File: src/hw/rtl/tlaiv_pkg.sv
// Shared types, constants and the arctangent table for the two-link arm
// inverse-velocity pipeline. No dependencies.
package tlaiv_pkg;

    localparam int CORDIC_STAGES = 20;          // 12..32
    localparam int DIV_STEPS     = 33;          // quotient bits 32..0
    localparam int CW            = 34;          // CORDIC datapath, Q30
    localparam int NUMW          = 53;          // determinant and numerators, Q32
    localparam int RW            = NUMW + 17;   // divider remainder
    localparam int DIVW          = NUMW + DIV_STEPS; // divisor shifted by step

    localparam logic signed [CW-1:0] PI_Q30      = 34'sh0C90FDAA2;
    localparam logic signed [CW-1:0] TWO_PI_Q30  = 34'sh1921FB544;
    localparam logic signed [CW-1:0] HALF_PI_Q30 = 34'sh06487ED51;
    localparam logic signed [CW-1:0] GAIN_Q30    = 34'sh026DD3B6A;

    localparam logic [1:0] CFG_LINK_ONE  = 2'd0;
    localparam logic [1:0] CFG_LINK_TWO  = 2'd1;
    localparam logic [1:0] CFG_THRESHOLD = 2'd2;

    typedef logic signed [CW-1:0] cw_t;

    typedef struct packed {
        logic               vld;
        logic               neg1;
        logic               neg2;
        cw_t                x1;
        cw_t                y1;
        cw_t                z1;
        cw_t                x2;
        cw_t                y2;
        cw_t                z2;
        logic signed [23:0] vx;
        logic signed [23:0] vy;
    } cordic_bus_t;

    typedef struct packed {
        logic                   vld;
        logic                   sing;
        logic                   neg0;
        logic                   neg1;
        logic                   big0;
        logic                   big1;
        logic [RW-1:0]          r0;
        logic [RW-1:0]          r1;
        logic [DIV_STEPS-1:0]   q0;
        logic [DIV_STEPS-1:0]   q1;
        logic [NUMW-1:0]        dmag;
        logic signed [31:0]     j00;
        logic signed [31:0]     j01;
        logic signed [31:0]     j10;
        logic signed [31:0]     j11;
        logic signed [NUMW-1:0] det;
    } div_bus_t;

    // atan(2^-i) in Q30, truncated
    function automatic cw_t atan_q30(input logic [4:0] idx);
        cw_t v;
        unique case (idx)
            5'd0:  v = 34'sh03243F6A8;
            5'd1:  v = 34'sh01DAC6705;
            5'd2:  v = 34'sh00FADBAFC;
            5'd3:  v = 34'sh007F56EA6;
            5'd4:  v = 34'sh003FEAB76;
            5'd5:  v = 34'sh001FFD55B;
            5'd6:  v = 34'sh000FFFAAA;
            5'd7:  v = 34'sh0007FFF55;
            5'd8:  v = 34'sh0003FFFEA;
            5'd9:  v = 34'sh0001FFFFD;
            5'd10: v = 34'sh0000FFFFF;
            5'd11: v = 34'sh00007FFFF;
            5'd12: v = 34'sh00003FFFF;
            5'd13: v = 34'sh00001FFFF;
            5'd14: v = 34'sh00000FFFF;
            5'd15: v = 34'sh000007FFF;
            5'd16: v = 34'sh000003FFF;
            5'd17: v = 34'sh000001FFF;
            5'd18: v = 34'sh000000FFF;
            5'd19: v = 34'sh0000007FF;
            5'd20: v = 34'sh0000003FF;
            5'd21: v = 34'sh0000001FF;
            5'd22: v = 34'sh0000000FF;
            5'd23: v = 34'sh00000007F;
            5'd24: v = 34'sh00000003F;
            5'd25: v = 34'sh00000001F;
            5'd26: v = 34'sh00000000F;
            5'd27: v = 34'sh000000007;
            5'd28: v = 34'sh000000003;
            5'd29: v = 34'sh000000001;
            default: v = '0;
        endcase
        return v;
    endfunction

endpackage

File: src/hw/rtl/tlaiv_cordic_cell.sv
// One rotation-mode CORDIC stage for both joint angles, registered.
// Depends on tlaiv_pkg.
module tlaiv_cordic_cell (
    input  logic                  aclk,
    input  logic                  aresetn,
    input  logic                  en,
    input  logic [4:0]            idx,
    input  tlaiv_pkg::cordic_bus_t bus_in,
    output tlaiv_pkg::cordic_bus_t bus_out
);

    tlaiv_pkg::cordic_bus_t bus_reg, bus_next;
    tlaiv_pkg::cw_t         dx1, dy1, dx2, dy2, at;

    always_comb begin
        dx1 = bus_in.y1 >>> idx;
        dy1 = bus_in.x1 >>> idx;
        dx2 = bus_in.y2 >>> idx;
        dy2 = bus_in.x2 >>> idx;
        at  = tlaiv_pkg::atan_q30(idx);
        bus_next = bus_in;
        if (!bus_in.z1[tlaiv_pkg::CW-1]) begin
            bus_next.x1 = bus_in.x1 - dx1;
            bus_next.y1 = bus_in.y1 + dy1;
            bus_next.z1 = bus_in.z1 - at;
        end else begin
            bus_next.x1 = bus_in.x1 + dx1;
            bus_next.y1 = bus_in.y1 - dy1;
            bus_next.z1 = bus_in.z1 + at;
        end
        if (!bus_in.z2[tlaiv_pkg::CW-1]) begin
            bus_next.x2 = bus_in.x2 - dx2;
            bus_next.y2 = bus_in.y2 + dy2;
            bus_next.z2 = bus_in.z2 - at;
        end else begin
            bus_next.x2 = bus_in.x2 + dx2;
            bus_next.y2 = bus_in.y2 - dy2;
            bus_next.z2 = bus_in.z2 + at;
        end
    end

    always_ff @(posedge aclk) begin
        if (!aresetn) begin
            bus_reg.vld <= 1'b0;
        end else if (en) begin
            bus_reg <= bus_next;
        end
    end

    assign bus_out = bus_reg;

endmodule

File: config.mk
export PLATFORM = sky130hd
export DESIGN_NAME = tlaiv_cordic_cell
export DESIGN_NICKNAME = d
export VERILOG_FILES = /design/src/hw/rtl/tlaiv_pkg.sv /design/src/hw/rtl/tlaiv_cordic_cell.sv
export SDC_FILE = /design/constraint.sdc
export NUM_CORES = 1
export LEC_CHECK = 0
export BUFFER_PORTS_ARGS = -buffer_cell sky130_fd_sc_hd__buf_4
export CORE_MARGIN = 8
export CORE_UTILIZATION = 40
export DETAILED_ROUTE_END_ITERATION = 7
export PLACE_DENSITY = 0.66
export SKIP_CTS_REPAIR_TIMING = 1
export SYNTH_ARGS = -nofsm -noshare
export SYNTH_HDL_FRONTEND = slang
export SYNTH_SLANG_ARGS = --single-unit
File: constraint.sdc
create_clock -name aclk -period 18.7 [get_ports aclk]
set_input_delay 3.74 -clock aclk [delete_from_list [all_inputs] [get_ports aclk]]
set_output_delay 3.74 -clock aclk [all_outputs]
set_load 0.02 [all_outputs]
==> results.cfg <==
[routing]
wl_per_cell_um = 24.7
vias = 28600
drc = 0
wirelength_um = 115000
viasPerCell = 6.16
drt_first_iter_violations = 2903
dr.pass1.iters = 5
ant_nets = 0

[global_routing]
grt_pass1_wl_um = 171000
grt-ovfl-total = 0
grt_start_max_net_pins = 82
antenna_found_initial = 12
grt_pass1_vias = 27200
grtUsageTotal = 0.256

[place]
post-place-cells = 4580
place_congestion = 1.00
io_buffers = 517
dp_hpwl_um = 89800
place_area_um2 = 34700

[final_layout]
syn_to_final_growth_pct = 18.7
largest_reg_flops = 255
final_cells = 4650
layout-drive-gt1-share = 0.239
postLayoutCellArea_um2 = 35900
nNetsFinal = 4127
nFillCells = 7120
final_util = 0.481

[synth]
synthArstFlopShare = 0
yosys_most_used_dff = edfxtp_1
avgSynthCellArea_um2 = 9.36
synth_fp_nets = 3708
ys_types = 106
synth_largest_area_cell = edfxtp_1
synth-seq-area-share = 0.253
netlist_top_cells_count = a21oi_1 (308), nand2_1 (266), edfxtp_1 (254)
synth-edff-count = 254
synth_seq_cells = 255
synth_most_common_cell = a21oi_1
synth_warnings = 0
syn_inst = 3228
mappedNetlistArea_um2 = 30200
synth.top_cell.area_share = 0.252
synth_area_leaders = edfxtp_1 (25%), mux4_2 (10%), ha_1 (8.7%), xnor2_1 (5.9%), a21oi_1 (5.1%)

[clocking]
cts-root-buf = clkbuf_16
cts_max_path_buffers = 3
clk_latency_ns = 0.53
cts.sinks = 255
numCtsBuffers = 34
path_clk_slew_ns = 0.06
cts_tree = built
htree_levels = 2

[timing]
skew_ns = 0
max_freq_mhz = 94.1
setup_tns_ns = 0
fin_crit_ns = 10.62
maxSlewHeadroom = 0.275
fin_crit_sh = 0.568
timing.final.hold_violations = 0
worstMarginPinSlew_ns = 1.09
slew_violations = 0
rsz0062_at_grt = false
setup_viol_count_final = 0

[run_status]
status = finished, final reports clean

[worst_setup_path]
startpoint = idx[0]
cp-end-kind = register
cp.required_ns = 19.06
cp_max_fo = 71
cp.arrival_ns = 10.99
slowest_stage = buf_4
path_cells = buf_8 -> buf_4 -> clkinv_1 -> ha_1 -> o32a_1 -> a21oi_1 -> ha_1 -> and3_1 -> and3_1 -> and4b_1 -> nor2_1 -> mux2_2 -> ha_1 -> nand3_1 -> nor2_1 -> nand2_1 -> a211oi_1 -> nor2_1 -> a21oi_1 -> and2_1 -> o21ai_0 -> a221oi_1
start_kind = primary input
path_class = in2reg
r2r_start = bus_out[254]$_SDFFE_PN0P_
cpPeakStageDelay_ns = 0.81

[floorplan]
num_io_pins = 518
start_util = 0.405
die_area_um2 = 84600
rows = 100
die_x_um = 291
die_h_um = 291
coreArea_um2 = 74600

[flow_run]
maxCapViolCount = 0

[pwr]
leakagePower_nw = 15.0
powerDensity_nw_per_um2 = 81.7
irDropWorstVdd_mv = 0.0580

[min_path]
min_from = bus_out[254]$_SDFFE_PN0P_
worstHoldPathType = reg2reg
## through the flow
| stage | hold slack (ns) | setup WS, ns | power (W) |
|---|---|---|---|
| after floorplan | 0.589 | 8.57 | 0.00179 |
| after global placement | 0.511 | 7.51 | 0.00224 |
| after detailed placement | 0.524 | 7.41 | 0.00224 |
| after CTS | 0.534 | 8.01 | 0.00294 |
| after global routing | 0.555 | 7.34 | 0.00310 |
| final | 0.527 | 8.08 | 0.00293 |
## power by group
group / internal (W) / leakage [nW] / total [W] / switching (W)
Clock: 0.000407 / 0.559 / 0.000681 / 0.000274
Combinational: 0.000607 / 12.0 / 0.00145 / 0.000848
Sequential: 0.000767 / 2.40 / 0.000793 / 0.0000255
Total: 0.00178 / 15.0 / 0.00293 / 0.00115
## cell families after synthesis
group,Yosys count,share of synthesized area
flip-flops,255,0.253
AND/OR/NAND/NOR,867,0.139
buffers and inverters,256,0.0403
multiplexers,333,0.173
adder cells (fa/ha/maj),217,0.0914
XOR/XNOR,304,0.0881
AO/OA/AOI/OAI,996,0.215
## critical path, delay by kind of cell
kind | cells | cell delay, ns
adders and majority gates | 3 | 1.14
and+or+nand+nor | 9 | 1.86
AOI/OAI and AO/OA | 6 | 1.88
muxes | 1 | 0.31
buffers and inverters | 3 | 1.99
## routing by layer
layer / wire length [um] / track usage
met3: 11200 / 0.0564
met5: 13 / 0
met2: 52200 / 0.410
met4: 4110 / 0.0866
met1: 47400 / 0.340
## layout make-up
| cell class | instances | area (um^2) | share of cell area |
|---|---|---|---|
| multi-input cells | 2717 | 21400 | 0.596 |
| clock inverters | 25 | 287 | 0.00799 |
| well taps | 969 | 1210 | 0.0338 |
| flip-flops and latches | 255 | 7650 | 0.213 |
| clock buffers | 37 | 862 | 0.0240 |
| inverters | 91 | 343 | 0.00956 |
| diodes | 8 | 20.0 | 0.000558 |
| repair buffers | 548 | 4130 | 0.115 |
## layout by cell type, fill, tap and decap left out, drive strengths merged, types with 75 or more instances in the layout
cell type	synthesis	layout
xnor2	203	203
o21ai	164	164
edfxtp	254	254
ha	211	211
nor2	241	241
buf	87	548
a21o	105	105
inv	87	94
mux2i	116	116
mux2	75	75
xor2	101	101
a21oi	308	308
nand2	266	266
mux4	142	142
## final timing paths
path | cells past startpoint | endpoint | slack, ns
worst max register to register | 2 | bus_out[254]$_SDFFE_PN0P_ | 18.11
worst min-delay path | 2 | bus_out[254]$_SDFFE_PN0P_ | 0.53
worst max-delay path | 22 | bus_out[79]$_DFFE_PP_ | 8.08
worst min register to register | 2 | bus_out[254]$_SDFFE_PN0P_ | 0.53
Note: power is estimated with default switching activity, not from simulation.
