**src/hw/rtl/tlaiv_pkg.sv**
```systemverilog
// Shared types, constants and the arctangent table for the two-link arm
// inverse-velocity pipeline. No dependencies.
package tlaiv_pkg;

    localparam int CORDIC_STAGES = 20;          // 12..32
    localparam int DIV_STEPS     = 33;          // quotient bits 32..0
    localparam int CW            = 34;          // CORDIC datapath, Q30
    localparam int NUMW          = 53;          // determinant and numerators, Q32
    localparam int RW            = NUMW + 17;   // divider remainder
    localparam int DIVW          = NUMW + DIV_STEPS; // divisor shifted by step

    localparam logic signed [CW-1:0] PI_Q30      = 34'sh0C90FDAA2;
    localparam logic signed [CW-1:0] TWO_PI_Q30  = 34'sh1921FB544;
    localparam logic signed [CW-1:0] HALF_PI_Q30 = 34'sh06487ED51;
    localparam logic signed [CW-1:0] GAIN_Q30    = 34'sh026DD3B6A;

    localparam logic [1:0] CFG_LINK_ONE  = 2'd0;
    localparam logic [1:0] CFG_LINK_TWO  = 2'd1;
    localparam logic [1:0] CFG_THRESHOLD = 2'd2;

    typedef logic signed [CW-1:0] cw_t;

    typedef struct packed {
        logic               vld;
        logic               neg1;
        logic               neg2;
        cw_t                x1;
        cw_t                y1;
        cw_t                z1;
        cw_t                x2;
        cw_t                y2;
        cw_t                z2;
        logic signed [23:0] vx;
        logic signed [23:0] vy;
    } cordic_bus_t;

    typedef struct packed {
        logic                   vld;
        logic                   sing;
        logic                   neg0;
        logic                   neg1;
        logic                   big0;
        logic                   big1;
        logic [RW-1:0]          r0;
        logic [RW-1:0]          r1;
        logic [DIV_STEPS-1:0]   q0;
        logic [DIV_STEPS-1:0]   q1;
        logic [NUMW-1:0]        dmag;
        logic signed [31:0]     j00;
        logic signed [31:0]     j01;
        logic signed [31:0]     j10;
        logic signed [31:0]     j11;
        logic signed [NUMW-1:0] det;
    } div_bus_t;

    // atan(2^-i) in Q30, truncated
    function automatic cw_t atan_q30(input logic [4:0] idx);
        cw_t v;
        unique case (idx)
            5'd0:  v = 34'sh03243F6A8;
            5'd1:  v = 34'sh01DAC6705;
            5'd2:  v = 34'sh00FADBAFC;
            5'd3:  v = 34'sh007F56EA6;
            5'd4:  v = 34'sh003FEAB76;
            5'd5:  v = 34'sh001FFD55B;
            5'd6:  v = 34'sh000FFFAAA;
            5'd7:  v = 34'sh0007FFF55;
            5'd8:  v = 34'sh0003FFFEA;
            5'd9:  v = 34'sh0001FFFFD;
            5'd10: v = 34'sh0000FFFFF;
            5'd11: v = 34'sh00007FFFF;
            5'd12: v = 34'sh00003FFFF;
            5'd13: v = 34'sh00001FFFF;
            5'd14: v = 34'sh00000FFFF;
            5'd15: v = 34'sh000007FFF;
            5'd16: v = 34'sh000003FFF;
            5'd17: v = 34'sh000001FFF;
            5'd18: v = 34'sh000000FFF;
            5'd19: v = 34'sh0000007FF;
            5'd20: v = 34'sh0000003FF;
            5'd21: v = 34'sh0000001FF;
            5'd22: v = 34'sh0000000FF;
            5'd23: v = 34'sh00000007F;
            5'd24: v = 34'sh00000003F;
            5'd25: v = 34'sh00000001F;
            5'd26: v = 34'sh00000000F;
            5'd27: v = 34'sh000000007;
            5'd28: v = 34'sh000000003;
            5'd29: v = 34'sh000000001;
            default: v = '0;
        endcase
        return v;
    endfunction

endpackage

```
**src/hw/rtl/tlaiv_div_cell.sv**
```systemverilog
// One restoring-division step for both joint-rate numerators, registered.
// Depends on tlaiv_pkg.
module tlaiv_div_cell (
    input  logic                aclk,
    input  logic                aresetn,
    input  logic                en,
    input  logic [5:0]          idx,
    input  tlaiv_pkg::div_bus_t bus_in,
    output tlaiv_pkg::div_bus_t bus_out
);

    tlaiv_pkg::div_bus_t           bus_reg, bus_next;
    logic [tlaiv_pkg::DIVW-1:0]    sh;
    logic                          ge0, ge1;

    always_comb begin
        sh  = tlaiv_pkg::DIVW'(bus_in.dmag) << idx;
        ge0 = tlaiv_pkg::DIVW'(bus_in.r0) >= sh;
        ge1 = tlaiv_pkg::DIVW'(bus_in.r1) >= sh;
        bus_next = bus_in;
        bus_next.r0 = ge0 ? bus_in.r0 - tlaiv_pkg::RW'(sh) : bus_in.r0;
        bus_next.r1 = ge1 ? bus_in.r1 - tlaiv_pkg::RW'(sh) : bus_in.r1;
        bus_next.q0 = {bus_in.q0[tlaiv_pkg::DIV_STEPS-2:0], ge0};
        bus_next.q1 = {bus_in.q1[tlaiv_pkg::DIV_STEPS-2:0], ge1};
    end

    always_ff @(posedge aclk) begin
        if (!aresetn) begin
            bus_reg.vld <= 1'b0;
        end else if (en) begin
            bus_reg <= bus_next;
        end
    end

    assign bus_out = bus_reg;

endmodule
```
**config.mk**
```make
export PLATFORM = sky130hd
export DESIGN_NAME = tlaiv_div_cell
export DESIGN_NICKNAME = d
export VERILOG_FILES = /design/src/hw/rtl/tlaiv_pkg.sv /design/src/hw/rtl/tlaiv_div_cell.sv
export SDC_FILE = /design/constraint.sdc
export NUM_CORES = 1
export LEC_CHECK = 0
export BUFFER_PORTS_ARGS = -buffer_cell sky130_fd_sc_hd__buf_4
export CAP_MARGIN = 10
export CORE_AREA = 3 3 351 353
export DETAILED_ROUTE_END_ITERATION = 16
export DIE_AREA = 0 0 354 356
export PLACE_DENSITY = 0.43
export SETUP_SLACK_MARGIN = 0.5
export SYNTH_ARGS = -nofsm -noshare
export SYNTH_HDL_FRONTEND = slang
export SYNTH_SLANG_ARGS = --single-unit
```
**constraint.sdc**
```tcl
create_clock -name aclk -period 39.6 [get_ports aclk]
set_input_delay 5.94 -clock aclk [delete_from_list [all_inputs] [get_ports aclk]]
set_output_delay 5.94 -clock aclk [all_outputs]
set_load 0.1 [all_outputs]
```
==> summary.md, run 1 <==
For this run the aggregate overflow at the end of global routing stands at 0. The worst hold path begins at bus_out[445]. At the end of the flow, the number of nets in the layout was 4,058. The first global-routing pass estimated 188 mm of wire. The synthesized instance count came out at 2,628. The slowest cell on the critical path was a31oi_1. The flow ran to the end, and the final reports show no timing, DRC or antenna violations. The run gives 0.315 as the final standard cell utilization of the core. Setup repair after global routing left no endpoint under its margin. The total routing resource utilization after global routing is 0.208, and the leakage power of the design is 15.2 nW. The post-route setup TNS is 0 ps, and the netlist area before placement is 27,700 um^2.

The logs give 5 for the total iterations of the first detailed-routing run and 27 for the number of antenna violations at the first check in global routing. The count of maximum capacitance violations was 0. After the first detailed-routing iteration, the DRC count stood at 1,954. The clock transition at the registers of the reported paths is 60 ps.

The die area was 126,000 um^2. In this run the worst path has a maximum fanout of 58. Layout-stage area growth over the synthesis result: 36.7%.

Fill cells in the final layout number 12,700. Number of buffers and inverters on the critical path: 3. In the final layout, the multi-input gates occupy 13,500 um^2. The actual slew at the worst max-slew pin is 1160 ps.

Once the clock tree was built, the resizer swapped 0 gates to a different size. On the final layout, the worst clock skew is 0 ps. Synthesis inferred 446 register bits. After clock tree synthesis, the setup repair step added 0 buffers. The tools report the reg-to-reg startpoint as bus_out[445]. The synthesized design contains 445 enable-type register cells. For the finished layout, the period the worst path requires is 13,050 ps.

At the placement stage, the worst setup path has a slack of 25,860 ps. For the worst setup path, the data arrival time is 13,410 ps. On the critical path the largest part of the delay comes from compound AO/OA/AOI/OAI gates. For the met1 routing resource usage after global routing, the log shows 0.234. For the sequential cell area in the final layout, the log shows 13,400 um^2.

The path type of the worst setup path was in -> reg. From left edge to right edge, the die measures 354 um. The final period utilization is 0.330, and the highest cell delay on the worst timing path is 780 ps.

The path with the worst hold slack has its endpoint at bus_out[445]. STA classifies the critical path endpoint as a flip-flop. After detailed routing, the number of vias per cell comes to 4.78.

The instance count on the critical path was 19. The met3 usage in global routing is 0.0532. The proportion of synthesized flip-flops having asynchronous set or reset was 0; the worst-case headroom to the max-slew limit was 0.216. Pin placement for this block handled 901 I/O pins. For the final max-slew violation count, the log shows 0. The setup-violating endpoint count in the final report was 0; the initial core utilization was 0.231.

In the routed design, unresolved DRC markers number 0. The met2 usage in global routing came out at 0.386. For this design the ratio of total power to cell area is 48.2 nW/um^2. The number of nets in the synthesized netlist is 3,227. Traced cell by cell, the critical path runs through buf_4 -> buf_4 -> mux4_2 -> mux2i_1 -> mux2i_1 -> o21ai_0 -> nor2_1 -> a31oi_1 -> ha_1 -> nand2_1 -> nor3_1 -> nand3_1 -> nor2_1 -> nand3_1 -> o31ai_1 -> a21oi_1 -> a21boi_4 -> buf_4 -> mux2_2. No sink is reached through more buffers than the 3 on the longest clock path. The number of clock buffers inserted by TritonCTS came out at 56.

Setup slack closes at 26,550 ps. The via count of the first global-routing pass is 24,200. The number of warnings printed during yosys synthesis is 0. STA classifies the critical path startpoint as an input pin. In this run the vertical extent of the chip is 356 um. The setup check on the worst reg-to-reg path leaves a slack of 39,010 ps.

The fmax came out at 76.6 MHz. In this run the number of H-tree levels came out at 2. The number of cell rows is 127. The standard cell core area is 120,000 um^2.

The endpoint identified for the worst register-to-register timing path is bus_out[445]. IR analysis of the VDD net gives a maximum drop of 0.0000314 V. Ratio of cells with drive above 1 in the final layout: 0.321. The most frequently used flop master after synthesis was edfxtp_1. Final count of hold timing violations: 0. The global routing stage identified its most utilized layer as met2. The final wirelength is 138 mm.

CTS placed an instance of clkbuf_16 at the clock tree root. For the worst flop-to-flop path, the logic depth is 2. The worst hold-check path type was reg -> reg. Clock tree synthesis found a total of 446 sinks. Along the worst hold path, the cell count comes to 2. TritonCTS built the clock tree. The number of flip-flops under the largest register name was 446; the required time reported for the critical path endpoint was 39,960 ps. The most numerous cell type found on the critical path is buf_4. At the end of routability-driven placement, the weighted congestion stood at 0.899.

The pin count of the biggest net entering global routing is 90, and the port buffer count is 898. In the final routed layout, each cell accounts on average for 27.0 um. The routed layout has 24,500 vias.

Counting distinct cell types in the post-synthesis netlist gives 75. Once detailed placement completed, the half-perimeter wirelength came to 115 mm. The number of nets still failing antenna checks after routing is 0, and the clock latency at the later pin of the worst-skew pair is 650 ps. The total of hold buffers inserted after clock tree synthesis is 0, and the sequential-to-total area share from yosys stat is 0.483. Averaged over all synthesized cells, the footprint is 10.5 um^2.
[synth_stat cells, types with 5 or more instances]
master / number / area [um^2]
o22ai_1: 12 / 75.1
inv_1: 47 / 176
nand2_1: 386 / 1450
o21bai_1: 31 / 233
clkbuf_1: 99 / 372
buf_6: 7 / 78.8
a31oi_1: 25 / 156
buf_2: 9 / 45.0
o21a_1: 26 / 195
a21boi_0: 6 / 45.0
buf_4: 8 / 60.1
a32oi_1: 6 / 52.6
nor3_1: 27 / 135
xnor2_1: 80 / 701
nand4_1: 51 / 319
mux4_2: 43 / 968
edfxtp_1: 445 / 13400
ha_1: 142 / 1780
o21ai_0: 230 / 1150
mux2_1: 12 / 135
xor2_1: 51 / 447
mux2_2: 63 / 709
nor2_1: 150 / 563
nand2b_1: 13 / 81.3
or2_2: 8 / 50.1
a41oi_1: 7 / 61.3
and2_1: 20 / 125
a21oi_1: 230 / 1150
a21o_1: 55 / 413
nor4_1: 14 / 87.6
a221oi_1: 5 / 43.8
mux2i_1: 74 / 741
or3_1: 10 / 62.6
a22oi_1: 6 / 45.0
and3_1: 15 / 93.8
nand3_1: 43 / 215
o211ai_1: 21 / 158
o31ai_1: 21 / 158
buf_1: 19 / 71.3
a211oi_1: 21 / 158
nor2b_1: 21 / 131
[through the flow]
step | cell area [um^2] | hold WS (ps) | std cells | total power [mW]
3_5_place_dp | 36000 | 517 | 5013 | 1.30
2_1_floorplan | 27700 | 981 | 2628 | 1.09
3_3_place_gp | 36000 | 508 | 5013 | 1.30
5_1_grt | 37900 | 555 | 5116 | 1.90
6_report | 37900 | 526 | 5121 | 1.83
4_1_cts | 37900 | 529 | 5114 | 1.85
[how the worst max path moves through the flow]
stage | endpoint | from | slack [ps]
detailed placement | bus_out[312] | idx[0] | 25860
global placement | bus_out[312] | idx[0] | 25850
global route | bus_out[316] | idx[0] | 26060
floorplan | bus_out[0] | en | 22800
finish | bus_out[313] | idx[0] | 26550
CTS | bus_out[312] | idx[0] | 26550
[power by group]
| part | switching, mW | leakage, nW | internal [mW] |
|---|---|---|---|
| clock | 0.217 | 0.915 | 0.317 |
| combinational | 0.522 | 10.1 | 0.196 |
| sequential | 0.0109 | 4.18 | 0.563 |
| total | 0.750 | 15.2 | 1.08 |
[kinds of logic (layout without fill, tap and decap cells)]
| logic type | count (synthesis) | count (layout) | share of synthesized area |
|---|---|---|---|
| buffers and inverters | 192 | 1066 | 0.0294 |
| adders and majority gates | 144 | 144 | 0.0656 |
| other | 0 | 7 | 0 |
| DFF | 446 | 446 | 0.483 |
| and+or+nand+nor | 778 | 778 | 0.126 |
| muxes | 192 | 192 | 0.0922 |
| AOI/OAI and AO/OA | 745 | 745 | 0.163 |
| xor gates and xnor gates | 131 | 131 | 0.0414 |
[cell usage in the layout, fill, tap and decap left out, types with 9 or more instances in the layout]
master	instances
and2_1	19
o21bai_1	31
edfxtp_1	445
nor3_1	27
nand3_1	43
or3_1	10
a211oi_1	21
clkinv_2	9
and3_1	15
o211ai_1	21
nor2_1	150
mux4_2	43
inv_1	47
nand4_1	51
xnor2_1	80
mux2i_1	74
nand2b_1	13
mux2_2	63
o21ai_0	230
ha_1	142
a21oi_1	230
nand2_1	386
nor4_1	14
a31oi_1	25
xor2_1	51
nor2b_1	21
o31ai_1	20
o21a_1	26
a21o_1	55
mux2_1	12
clkbuf_16	57
o22ai_1	12
clkbuf_1	15
buf_4	915
[worst reg2reg max path: stages (launching register included)]
cell and delay [ps]:
dfxtp_1 310, mux2i_1 120, nor2b_1 60
[layer usage]
metal  vias to the layer above  part of all wire
met5                         -            0.0011
met3                       172             0.069
met2                       869              0.52
met4                        26             0.032
met1                     11800              0.38
li1                      11600                 -
[cell type report]
cell class | instances | area share
antenna | 7 | 0.000463
tap | 1612 | 0.0533
inverter | 50 | 0.00496
sequential | 446 | 0.353
multi-input combinational | 1990 | 0.357
timing repair buffer | 915 | 0.181
clock inverter | 29 | 0.0103
clock buffer | 72 | 0.0391
Note: power is estimated with default switching activity, not from simulation.
==> run 2, diff against run 1 <==
- CORE_AREA: 3 3 351 353 -> 3 3 354 356
- DIE_AREA: 0 0 354 356 -> 0 0 357 359
- clock period: 39.6 -> 12.6 ns (I/O delays scaled with it)
==> summary.md, run 2 (synthesized netlist as in run 1, its figures left out) <==
In the layout the commonest cells are 913 x buf_4, 445 x edfxtp_1, 386 x nand2_1. The setup fix buffers added after clock tree synthesis was 0 (unchanged). The logs give 0 (unchanged) for the total of hold buffers inserted after clock tree synthesis and 15.2 nW (-0.10%) for the leakage power of the design.

The number of clock buffers inserted by TritonCTS is 57 (+1.8%). The critical path capture point was bus_out[381]. TritonCTS built the clock tree.

The logs give 5 (unchanged) for the total iterations of the first detailed-routing run and 0 (unchanged) for the count of instances resized after the clock tree is built. Counting I/O delays and the setup requirement, the final critical path takes 8900 ps. The peak fanout along the critical path is 110 (+90%), and the part of the power in the clock network is 0.291 (-0.002).

The via count of the first global-routing pass was 24,100 (-0.19%). The flow ran to the end, and the final reports show no timing, DRC or antenna violations. The tools report the clock latency at the later pin of the worst-skew pair as 650 ps (about the same).

The tools report the final wirelength as 137 mm (-0.62%). The initial core utilization came out at 0.227 (-0.00360). The number of nets still failing antenna checks after routing came out at 0 (unchanged). The final period utilization was 0.706; the layout-stage area growth over the synthesis result was 36.9%.

The required time reported for the critical path endpoint was 12,930 ps (-27,030 ps); the number of cell rows was 128 (+0.79%). The TritonCTS sink count came out at 446 (unchanged). The post-route setup TNS was 0 ps (unchanged).

The depth of the CTS H-tree was 2 (unchanged). In this run the critical register-to-register path is captured at bus_out[445]. The combinational cell fraction of total power was 0.393 (about the same); the setup-violating endpoint count in the final report was 0 (unchanged).

The logs give 12,020 ps (-26,990 ps) for the slack of the worst reg-to-reg path and 901 (unchanged) for the number of primary I/O pins. The critical path starts at idx[0]. In this run the critical register-to-register path is launched from bus_out[445]. The run gives 122,000 um^2 (+1.6%) as the standard cell core area. Leaving out fill and tap cells, the most frequent cell in the layout is buf_4. Die area: 128,000 um^2 (+1.7%). The tools report the total DRC errors in the routed layout as 0 (unchanged). For the final net count, the log shows 4,059 (+0.025%). The die boundary height came out at 359 um (+0.84%).

Kind of start point of the critical path: an input pin. The tightest min-delay check is of the reg -> reg type. Actual slew at the worst max-slew pin: 1110 ps (-50.6 ps). The global-route wire length before repair is 187 mm (-0.25%), and the ratio of cells with drive above 1 in the final layout is 0.322 (+0.000867). The run gives 39 (+44%) as the number of antenna violations at the first check in global routing. The cell-internal power came out at 3.33 mW (+210%). The worst setup path is of the in -> reg kind.

The average routed wire per standard cell works out to 26.7 um (-1.0%). Clock tree synthesis selected as its root buffer the cell clkbuf_16. For the placed wire-length estimate, the log shows 115 mm (-0.65%). Setup repair after global routing left no endpoint under its margin. The die width came out at 357 um (+0.85%). The run gives 0.000100 V (+220%) as the worst-case vdd ir drop.

The final global-route overflow total was 0 (unchanged); the final max-slew violation count was 0 (unchanged). The launch point of the worst hold path was bus_out[445]. The total power density per cell area was 151 nW/um^2 (+210%); the switching portion of total power was 0.417 (+0.00654). The port buffer count is 898 (unchanged). The number of DRC violations after detailed-routing iteration 0 was 1,778 (-9.0%).

The run gives 0 ps (unchanged) as the largest clock skew in the final design. STA classifies the critical path endpoint as a flip-flop. Static timing analysis puts the maximum clock frequency at 112 MHz. The cell count after placement was 5,026 (+0.26%); the average vias per placed instance was 4.75 (-0.71%). The number of flip-flops under the largest register name is 446 (unchanged).

Clock transition at the registers of the reported paths: 60 ps (about the same). The count of placed standard cells in the final layout, fillers left out was 5,142 (+0.41%). The tools report the maximum buffer depth of the clock tree as 3 (unchanged). The logs give 137 (+52%) for the pin count of the biggest net entering global routing and 9230 ps (-4180 ps) for the worst endpoint data arrival time. The number of cell instances on the worst register-to-register path was 2 (unchanged). Total routing resource utilization after global routing: 0.204 (-0.00408). For the routability congestion estimate, the log shows 0.888 (-1.2%). The sequential cell fraction of total power was 0.316 (+0.002); the switching power was 2.39 mW (+220%).

The final count of hold timing violations is 0 (unchanged). The run gives 0.250 (+0.0341) as the worst-case headroom to the max-slew limit. The total number of vias came out at 24,400 (-0.30%). The tools report the count of maximum capacitance violations as 0 (unchanged).
## run 2: cell count changes in the layout (fill, tap and decap cells not counted), moves of 2 or more
cell        before  now
clkinvlp_4       1    6
buf_12           0    2
clkinv_16        0    2
clkinv_2         9   11
bufinv_16        8    5
diode_2          7   12
clkinv_1         4    8
clkbuf_1        15    9
inv_16           2    0
buf_4          915  913
## run 2: critical path, cell delays in order
cell      delay, ps
buf_4           420
buf_4           610
mux4_2          610
mux2i_1         450
a21oi_1         150
o21ai_0         430
nor2_1           70
a21oi_1         530
ha_1            410
nand2_1         250
o21ai_0         160
a211oi_1        390
nor3_1          180
o211ai_1        330
a21oi_1         160
o31ai_4         810
buf_4           820
o21ai_0         350
## run 2: layout make-up
type / instances / area, um^2
fill: 12800 / 84100
sequential: 446 / 13400
antenna: 12 / 30.0
multi-input combinational: 1990 / 13500
inverter: 50 / 188
tap: 1625 / 2030
clock buffer: 67 / 1490
timing repair buffer: 915 / 6890
clock inverter: 37 / 384
## run 2: power by group through the flow
stage | combinational, mW | sequential (mW) | clock, mW
2_1_floorplan | 0.804 | 2.61 | 0
3_3_place_gp | 2.26 | 1.84 | 0
3_5_place_dp | 2.26 | 1.84 | 0
4_1_cts | 2.26 | 1.81 | 1.72
5_1_grt | 2.38 | 1.82 | 1.77
6_report | 2.25 | 1.81 | 1.66
## run 2: stage by stage
stage	utilization	setup WS (ps)	cell area [um^2]	hold WS [ps]	total power, mW
2_1_floorplan	-	4810	27700	981	3.42
3_3_place_gp	0.295	2940	36000	507	4.10
3_5_place_dp	0.295	2910	36000	509	4.10
4_1_cts	0.310	3660	37900	524	5.80
5_1_grt	0.311	3080	37900	563	5.97
6_report	0.311	3700	37900	522	5.72
## run 2: how the worst min path moves through the flow
| stage | slack, ps | cells past startpoint | to |
|---|---|---|---|
| detailed placement | 510 | 2 | bus_out[445] |
| CTS | 520 | 2 | bus_out[445] |
| finish | 520 | 2 | bus_out[445] |
| floorplan | 980 | 2 | bus_out[445] |
| global route | 560 | 2 | bus_out[445] |
| global placement | 510 | 2 | bus_out[445] |
## run 2: layer usage
metal | GRT usage | up-vias | part of all wire
met5 | 0 | - | 0.0015
met4 | 0.0706 | 34 | 0.036
met3 | 0.0615 | 184 | 0.081
met2 | 0.370 | 861 | 0.51
met1 | 0.225 | 11700 | 0.37
li1 | - | 11600 | -
